$ cat src/rtl/core/assert_macros.svh
// assertion helpers, empty when SYNTH is defined
`ifndef ASSERT_MACROS_SVH
`define ASSERT_MACROS_SVH

`ifndef SYNTH

// concurrent property checked on every rising edge outside reset
`define ASSERT_PROP(lbl, clk, rst_n, prop) \
  lbl: assert property (@(posedge clk) disable iff (!rst_n) (prop)) \
    else $error("assertion failed");

// condition that must never be seen outside reset
`define ASSERT_NEVER(lbl, clk, rst_n, cond) \
  lbl: assert property (@(posedge clk) disable iff (!rst_n) !(cond)) \
    else $error("forbidden condition seen");

`else

`define ASSERT_PROP(lbl, clk, rst_n, prop)
`define ASSERT_NEVER(lbl, clk, rst_n, cond)

`endif

`endif

$ cat src/rtl/core/mei_lcc_pkg.sv
`default_nettype none

package mei_lcc_pkg;

  localparam int unsigned ADDR_WIDTH = 32;
  localparam int unsigned TAG_WIDTH  = 8;
  localparam int unsigned OPCODE_W   = 4;
  localparam int unsigned ID_W       = 8;
  localparam int unsigned CFG_IDX_W  = 8;

  localparam int unsigned IN_BITS     = OPCODE_W + ADDR_WIDTH + TAG_WIDTH;
  localparam int unsigned IN_DATA_W   = ((IN_BITS + 7) / 8) * 8;
  localparam int unsigned OUT_BITS    = 1 + 2 + 1 + 1 + 2 + ADDR_WIDTH + TAG_WIDTH
                                        + ID_W + ID_W + 3 + 1;
  localparam int unsigned OUT_DATA_W  = ((OUT_BITS + 7) / 8) * 8;

  localparam logic [CFG_IDX_W-1:0] CFG_OWN_ID = CFG_IDX_W'(0);
  localparam logic [CFG_IDX_W-1:0] CFG_DIR_ID = CFG_IDX_W'(1);

  typedef enum logic [2:0] {
    ST_I  = 3'd0,
    ST_E  = 3'd1,
    ST_M  = 3'd2,
    ST_IE = 3'd3,
    ST_IM = 3'd4,
    ST_MI = 3'd5
  } line_state_e;

  typedef enum logic [OPCODE_W-1:0] {
    OP_GETIS = 4'd0,
    OP_GETIM = 4'd1,
    OP_GETSM = 4'd2,
    OP_GETOM = 4'd3,
    OP_PUTE  = 4'd4,
    OP_PUTM  = 4'd5,
    OP_REPL  = 4'd6,
    OP_DATAE = 4'd7,
    OP_DATAM = 4'd8,
    OP_WBACK = 4'd9,
    OP_DIRTY = 4'd10
  } opcode_e;

  typedef enum logic [1:0] {
    SEND_GETIS = 2'd0,
    SEND_GETIM = 2'd1,
    SEND_PUTM  = 2'd2
  } send_kind_e;

  typedef enum logic [1:0] {
    GRANT_NONE = 2'd0,
    GRANT_E    = 2'd1,
    GRANT_M    = 2'd2
  } grant_e;

  // decision for one message, decoder to top
  typedef struct packed {
    logic        hit;
    grant_e      grant;
    logic        err;
    logic        send;
    send_kind_e  kind;
    logic        wb;
    line_state_e next_state;
  } line_dec_t;

  // input item, last declared field (opcode) in the lowest bits
  typedef struct packed {
    logic [TAG_WIDTH-1:0]  request_tag;
    logic [ADDR_WIDTH-1:0] line_address;
    logic [OPCODE_W-1:0]   opcode;
  } in_item_t;

  // result item, last declared field (hit) in the lowest bits
  typedef struct packed {
    logic                  writeback;
    logic [2:0]            line_state_now;
    logic [ID_W-1:0]       send_dest;
    logic [ID_W-1:0]       send_source;
    logic [TAG_WIDTH-1:0]  send_tag;
    logic [ADDR_WIDTH-1:0] send_address;
    logic [1:0]            send_kind;
    logic                  send_valid;
    logic                  protocol_error;
    logic [1:0]            grant_kind;
    logic                  hit;
  } out_item_t;

endpackage

`default_nettype wire

$ cat src/rtl/core/mei_lcc_decode.sv
`default_nettype none

module mei_lcc_decode (
  input  mei_lcc_pkg::line_state_e               state_i,
  input  logic [mei_lcc_pkg::OPCODE_W-1:0]       op_i,
  output mei_lcc_pkg::line_dec_t                 dec_o
);
  import mei_lcc_pkg::*;

  logic excl;
  logic perm;

  assign excl = (state_i == ST_E) || (state_i == ST_M);

  always_comb begin
    case (op_i) inside
      OP_GETIS, OP_PUTE, OP_PUTM:  perm = excl;
      OP_GETIM, OP_GETSM, OP_GETOM: perm = (state_i == ST_M);
      default:                      perm = 1'b0;
    endcase
  end

  always_comb begin
    dec_o            = '0;
    dec_o.grant      = GRANT_NONE;
    dec_o.kind       = SEND_GETIS;
    dec_o.next_state = state_i;
    if (perm) begin
      dec_o.hit   = 1'b1;
      dec_o.grant = (state_i == ST_M) ? GRANT_M : GRANT_E;
    end else begin
      unique case (state_i)
        ST_I: begin
          // a stale shared-to-modified request is handled as GETIM
          if (op_i == OP_GETIS) begin
            dec_o.send       = 1'b1;
            dec_o.kind       = SEND_GETIS;
            dec_o.next_state = ST_IE;
          end else if (op_i == OP_GETIM || op_i == OP_GETSM) begin
            dec_o.send       = 1'b1;
            dec_o.kind       = SEND_GETIM;
            dec_o.next_state = ST_IM;
          end else begin
            dec_o.err = 1'b1;
          end
        end
        ST_E: begin
          if (op_i == OP_GETIM || op_i == OP_GETSM || op_i == OP_GETOM ||
              op_i == OP_DIRTY) begin
            dec_o.next_state = ST_M;
          end else if (op_i == OP_REPL) begin
            dec_o.next_state = ST_I;
          end else begin
            dec_o.err = 1'b1;
          end
        end
        ST_M: begin
          if (op_i == OP_REPL) begin
            dec_o.send       = 1'b1;
            dec_o.kind       = SEND_PUTM;
            dec_o.wb         = 1'b1;
            dec_o.next_state = ST_MI;
          end else if (op_i != OP_DIRTY) begin
            dec_o.err = 1'b1;
          end
        end
        ST_IE: begin
          if (op_i == OP_DATAE) dec_o.next_state = ST_E;
          else dec_o.err = 1'b1;
        end
        ST_IM: begin
          if (op_i == OP_DATAM) dec_o.next_state = ST_M;
          else dec_o.err = 1'b1;
        end
        ST_MI: begin
          if (op_i == OP_WBACK) dec_o.next_state = ST_I;
          else dec_o.err = 1'b1;
        end
        default: begin
          dec_o.err = 1'b1;
        end
      endcase
    end
  end

endmodule

`default_nettype wire

$ cat src/rtl/core/mei_line_coherence_controller.sv
// channel  | dir | handshake               | payload
// s_axis   | in  | s_axis_tvalid/tready    | opcode, line_address, request_tag
// m_axis   | out | m_axis_tvalid/tready    | hit ... writeback (one result per message)
// cfg      | in  | cfg_valid_i/cfg_ready_o | cfg_index_i, cfg_data_i (0 own id, 1 directory id)
//
// one message per cycle unless m_axis_tready low stalls it; input register then result register
// the line state register updates as a message moves into the result register
// reset clears the line state to I, both ids to zero and all valid flags
// a result held by m_axis_tready low still lets one more message enter the input
// register; the configuration port is always ready
`default_nettype none

`include "assert_macros.svh"

module mei_line_coherence_controller (
  input  logic                                   clk_i,
  input  logic                                   rst_ni,
  input  logic                                   s_axis_tvalid,
  output logic                                   s_axis_tready,
  // opcode[3:0], line_address[35:4], request_tag[43:36], zero fill
  input  logic [mei_lcc_pkg::IN_DATA_W-1:0]      s_axis_tdata,
  output logic                                   m_axis_tvalid,
  input  logic                                   m_axis_tready,
  // hit[0], grant_kind[2:1], protocol_error[3], send_valid[4], send_kind[6:5],
  // send_address[38:7], send_tag[46:39], send_source[54:47], send_dest[62:55],
  // line_state_now[65:63], writeback[66], zero fill
  output logic [mei_lcc_pkg::OUT_DATA_W-1:0]     m_axis_tdata,
  input  logic                                   cfg_valid_i,
  output logic                                   cfg_ready_o,
  input  logic [mei_lcc_pkg::CFG_IDX_W-1:0]      cfg_index_i,
  input  logic [mei_lcc_pkg::ID_W-1:0]           cfg_data_i
);
  import mei_lcc_pkg::*;

  logic        s1_valid_q;
  in_item_t    s1_item_q;
  logic        out_valid_q;
  out_item_t   out_q;
  out_item_t   res_d;
  line_state_e line_state_q;
  line_dec_t   dec;
  logic [ID_W-1:0] own_id_q;
  logic [ID_W-1:0] dir_id_q;
  logic        out_ready;
  logic        s1_move;

  assign out_ready     = !out_valid_q || m_axis_tready;
  assign s1_move       = s1_valid_q && out_ready;
  assign s_axis_tready = !s1_valid_q || out_ready;
  assign m_axis_tvalid = out_valid_q;
  assign m_axis_tdata  = OUT_DATA_W'(out_q);
  assign cfg_ready_o   = 1'b1;

  always_ff @(posedge clk_i or negedge rst_ni) begin
    if (!rst_ni) begin
      own_id_q <= '0;
      dir_id_q <= '0;
    end else if (cfg_valid_i) begin
      if (cfg_index_i == CFG_OWN_ID) own_id_q <= cfg_data_i;
      if (cfg_index_i == CFG_DIR_ID) dir_id_q <= cfg_data_i;
    end
  end

  always_ff @(posedge clk_i or negedge rst_ni) begin
    if (!rst_ni) begin
      s1_valid_q   <= 1'b0;
      out_valid_q  <= 1'b0;
      line_state_q <= ST_I;
    end else begin
      if (s_axis_tready) s1_valid_q <= s_axis_tvalid;
      if (out_ready) out_valid_q <= s1_valid_q;
      if (s1_move) line_state_q <= dec.next_state;
    end
  end

  always_ff @(posedge clk_i) begin
    if (s_axis_tvalid && s_axis_tready) s1_item_q <= in_item_t'(s_axis_tdata[IN_BITS-1:0]);
    if (s1_move) out_q <= res_d;
  end

  mei_lcc_decode u_decode (
    .state_i (line_state_q),
    .op_i    (s1_item_q.opcode),
    .dec_o   (dec)
  );

  // message fields read as zero when nothing is sent
  always_comb begin
    res_d                = '0;
    res_d.hit            = dec.hit;
    res_d.grant_kind     = dec.grant;
    res_d.protocol_error = dec.err;
    res_d.send_valid     = dec.send;
    res_d.line_state_now = dec.next_state;
    res_d.writeback      = dec.wb;
    if (dec.send) begin
      res_d.send_kind    = dec.kind;
      res_d.send_address = s1_item_q.line_address;
      res_d.send_tag     = s1_item_q.request_tag;
      res_d.send_source  = own_id_q;
      res_d.send_dest    = dir_id_q;
    end
  end

  `ASSERT_NEVER(a_hit_exclusive, clk_i, rst_ni,
                out_valid_q && out_q.hit && (out_q.send_valid || out_q.protocol_error))
  `ASSERT_PROP(a_grant_on_hit, clk_i, rst_ni,
               out_valid_q |-> (out_q.hit == (out_q.grant_kind != GRANT_NONE)))
  `ASSERT_PROP(a_state_holds, clk_i, rst_ni,
               !s1_move |=> $stable(line_state_q))
  `ASSERT_PROP(a_err_keeps_state, clk_i, rst_ni,
               (s1_move && dec.err) |=> (line_state_q == $past(line_state_q)))
  `ASSERT_PROP(a_writeback_putm, clk_i, rst_ni,
               (out_valid_q && out_q.writeback) |->
               (out_q.send_valid && out_q.send_kind == SEND_PUTM &&
                out_q.line_state_now == ST_MI))

endmodule

`default_nettype wire
$ cat config.mk
export PLATFORM = sky130hd
export DESIGN_NAME = mei_line_coherence_controller
export DESIGN_NICKNAME = d
export VERILOG_FILES = /design/src/rtl/core/mei_lcc_pkg.sv /design/src/rtl/core/mei_lcc_decode.sv /design/src/rtl/core/mei_line_coherence_controller.sv
export VERILOG_INCLUDE_DIRS = /design/src /design/src/rtl/core
export SDC_FILE = /design/constraint.sdc
export NUM_CORES = 1
export LEC_CHECK = 0
export BUFFER_PORTS_ARGS = -buffer_cell sky130_fd_sc_hd__buf_2
export CORE_MARGIN = 3
export CORE_UTILIZATION = 45
export DETAILED_ROUTE_END_ITERATION = 10
export HOLD_SLACK_MARGIN = 0.15
export PLACE_DENSITY = 0.76
export SLEW_MARGIN = 30
export SYNTH_ARGS = -nofsm -noshare
export SYNTH_HDL_FRONTEND = slang
export SYNTH_SLANG_ARGS = --single-unit
$ cat constraint.sdc
create_clock -name clk_i -period 6.3 [get_ports clk_i]
set_clock_uncertainty 0.05 [all_clocks]
set_input_delay 0.315 -clock clk_i [delete_from_list [all_inputs] [get_ports clk_i]]
set_output_delay 0.315 -clock clk_i [all_outputs]
set_load 0.005 [all_outputs]
==> impl_metrics.csv <==
group,metric,value,unit
sta,tightest_slew,0.6997,ns
sta,min_period,2.215,ns
cells_and_area,final_common_cell,"buf_2",
cts,clk_pin_slew,0.05,ns
critical_path,crit_type,"flip-flop to flip-flop",
sta,min_period_over_period,0.3515,
critical_path,critical-path-top-delay-family,"simple AND/OR/NAND/NOR gates",
routing,via_per_inst,4.854,
sta,max_freq,0.4515,GHz
critical_path,cp.required,6.52,ns
power_and_ir_drop,p_total,2.320,mW
sta,hold_violations,0,
sta,setup_viol_count_final,0,
sta,slew_headroom,0.5328,
cts,post_cts_resized,0,
cells_and_area,final_cell_mix,"buf_2, edfxtp_1, and2_1",
critical_path,critPathLaunchType,"flip-flop",
logic_synthesis,synth_cell_type_count,45,
logic_synthesis,synthFlopType,"edfxtp_1",
critical_path,reg2regPathDepth,5,
die,num_rows,38,
logic_synthesis,syn_inst,314,
routing,drtPass1Iterations,4,
cells_and_area,n_antenna_cell,0,
critical_path,startpoint,"line_state_q[1]$_DFFE_PN0P_",
cts,root_buffer,"clkbuf_16",
routing,drtIter0Drc,289,
outcome,status,"completed",
placed_design,dpl.hpwl,6581,µm
grt,grt_max_degree,45,
cts,cts_buffer_depth,2,
critical_path,cpPeakStageDelay,0.58,ns
critical_path,path_depth,5,
logic_synthesis,syn-cell-area,5069,µm²
cts,cts.sinks,132,
routing,ant_nets,0,
critical_path,slowest_stage,"a21boi_4",
cts,htree_levels,4,
cells_and_area,fillCellCount,797,
critical_path,cp_cell_sequence,"nor2_1, nand2_1, a21boi_4, buf_16, and2_1",
cts,worstSkewPairLatency,0.41,ns
flow_run,maxCapViolations,0,
cells_and_area,layout.nets,574,
routing,wl_per_cell,16.08,µm
placed_design,portBuffers,133,
critical_path,cp_data_arrival_time,2.44,ns
grt,grt_pass1_vias,3239,
worst_hold_path,holdPathStages,3,
grt,grt_overflow,0,
sta,finalSetupTns,0,ns
logic_synthesis,seq_area_frac_synth,0.7613,
grt,grt_use_total,0.1769,
power_and_ir_drop,power.density,333.4,nW/µm²
logic_synthesis,yosysWarnings,0,
sta,rsz0062_at_grt,"false",
critical_path,crit_fanout,33,
worst_hold_path,hold_class,"input pin to flip-flop",
die,die_y,112.1,µm
worst_hold_path,min_from,"m_axis_tready",
die,ios,144,
critical_path,critPathBufInv,1,
die,fp.dieW,112.1,µm
die,core,10940,µm²
power_and_ir_drop,p_leak,2.932,nW
critical_path,worstReg2RegStart,"line_state_q[1]$_DFFE_PN0P_",
grt,antenna_found_initial,0,
critical_path,endpoint_kind,"flip-flop",
cts,cts_tree,"done",
routing,routed_wl,10580,µm
logic_synthesis,syn_avg_cell_area,16.14,µm²
cells_and_area,area_growth,37.27,%
logic_synthesis,synth_edf_count,111,
die,start_util,0.4635,
routing,drcViolationCount,0,
power_and_ir_drop,vdd_ir_drop_max,0.2320,mV
routing,vias,3194,
grt,grt_pass1_wl,16970,µm
logic_synthesis,synth_seq_cells,132,
sta,slew_viol_final,0,
cells_and_area,drive_gt1_frac,0.3552,
placed_design,gp_congestion,0.8362,
die,dieArea,12570,µm²
cts,numCtsBuffers,17,
logic_synthesis,async_reset_ff_frac,0.1591,
==> synthesized netlist by cell type (2+ instances only) <==
library cell  instances  share of area
nand4b_1              2         0.0035
a31oi_1               3         0.0037
nand4_1               2         0.0025
inv_1                 4         0.0030
nand2_1              12         0.0089
buf_2                 5         0.0049
nor4_1                5         0.0062
clkbuf_1              4         0.0030
nand3_1               2         0.0020
conb_1                2         0.0015
a21oi_1               6         0.0059
and3_1                2         0.0025
clkbuf_2              3         0.0030
dfrtp_1              21           0.10
mux2_4                8          0.024
nor3_1                2         0.0020
or2_1                 2         0.0025
o21ai_0               2         0.0020
nor2_1               11         0.0081
and2_1               57          0.070
mux2_2                8          0.018
edfxtp_1            111           0.66
nand3b_1              2         0.0030
buf_4                 8          0.012
nand2b_1              8         0.0099
o21a_1                3         0.0044
==> worst paths after layout <==
| kind | to | slack, ns |
|---|---|---|
| worst max-delay path | m_axis_tdata[11]$_SDFFCE_PN0P_ | 4.09 |
| worst min-delay path | m_axis_tvalid$_DFFE_PN0P_ | 0.17 |
| min in group asynchronous | own_id_q[1]$_DFFE_PN0P_ | 0.36 |
| max in group asynchronous | line_state_q[0]$_DFFE_PN0P_ | 5.50 |
| worst min register to register | dir_id_q[3]$_DFFE_PN0P_ | 0.45 |
| worst max register to register | m_axis_tdata[11]$_SDFFCE_PN0P_ | 4.09 |
==> flip-flops by register name (all words and copies together) (netlist names) <==
signal,count
m_axis_tdata,67
own_id_q,8
s1_item_q,44
s1_valid_q,1
line_state_q,3
m_axis_tvalid,1
dir_id_q,8
==> worst register-to-register path: cells and delay by family (launching register included) <==
kind            cells  cell delay, ns
compound gates      1            0.58
flops               1            0.54
simple gates        3            0.68
buf+inv             1            0.24
==> what timing repair did <==
action	4_1_cts	5_1_grt
setup buffers	0	0
hold buffers	54	0
endpoints found under the hold margin	82	0
==> per-stage QoR <==
step / util / cell area (µm²) / std cells / worst slack (ns) / hold slack, ns
after detailed placement: 0.5343 / 5843 / 572 / 4.063 / 0.2596
after global placement: 0.5317 / 5814 / 571 / 3.921 / 0.2518
final: 0.6363 / 6958 / 658 / 4.085 / 0.1670
after CTS: 0.6363 / 6958 / 658 / 4.098 / 0.1588
after global routing: 0.6363 / 6958 / 658 / 3.897 / 0.1992
after floorplan: - / 5084 / 318 / 3.902 / -0.03059
==> cells by family after synthesis <==
kind of cell	count (synthesis)	synth area share
other	2	0.001482
AO/OA/AOI/OAI	27	0.03777
AND/OR/NAND/NOR	111	0.1284
multiplexers	16	0.04147
buffers and inverters	25	0.02789
flip-flops	132	0.7613
XOR/XNOR	1	0.001728
==> per-layer routing <==
| layer | share of wire | global-route usage | vias to the layer above |
|---|---|---|---|
| met1 | 0.41 | 0.2249 | 1525 |
| li1 | - | - | 1515 |
| met2 | 0.49 | 0.2749 | 137 |
| met5 | 0 | 0 | - |
| met4 | 0.015 | 0.08013 | 0 |
| met3 | 0.083 | 0.06199 | 17 |
==> layout make-up <==
cell class | count | area [µm²] | area share
Timing Repair Buffer | 189 | 1241 | 0.1784
Inverter | 4 | 15.01 | 0.002158
Clock inverter | 12 | 137.6 | 0.01978
Multi-Input combinational cell | 161 | 1094 | 0.1572
Sequential cell | 132 | 3859 | 0.5546
Tap cell | 140 | 175.2 | 0.02518
Clock buffer | 20 | 436.7 | 0.06276
==> report_power, final <==
group	switching, mW	internal (mW)
Combinational	0.137	0.135
Clock	0.333	0.614
Sequential	0.0550	1.05
(Power assumes the default switching activity.)
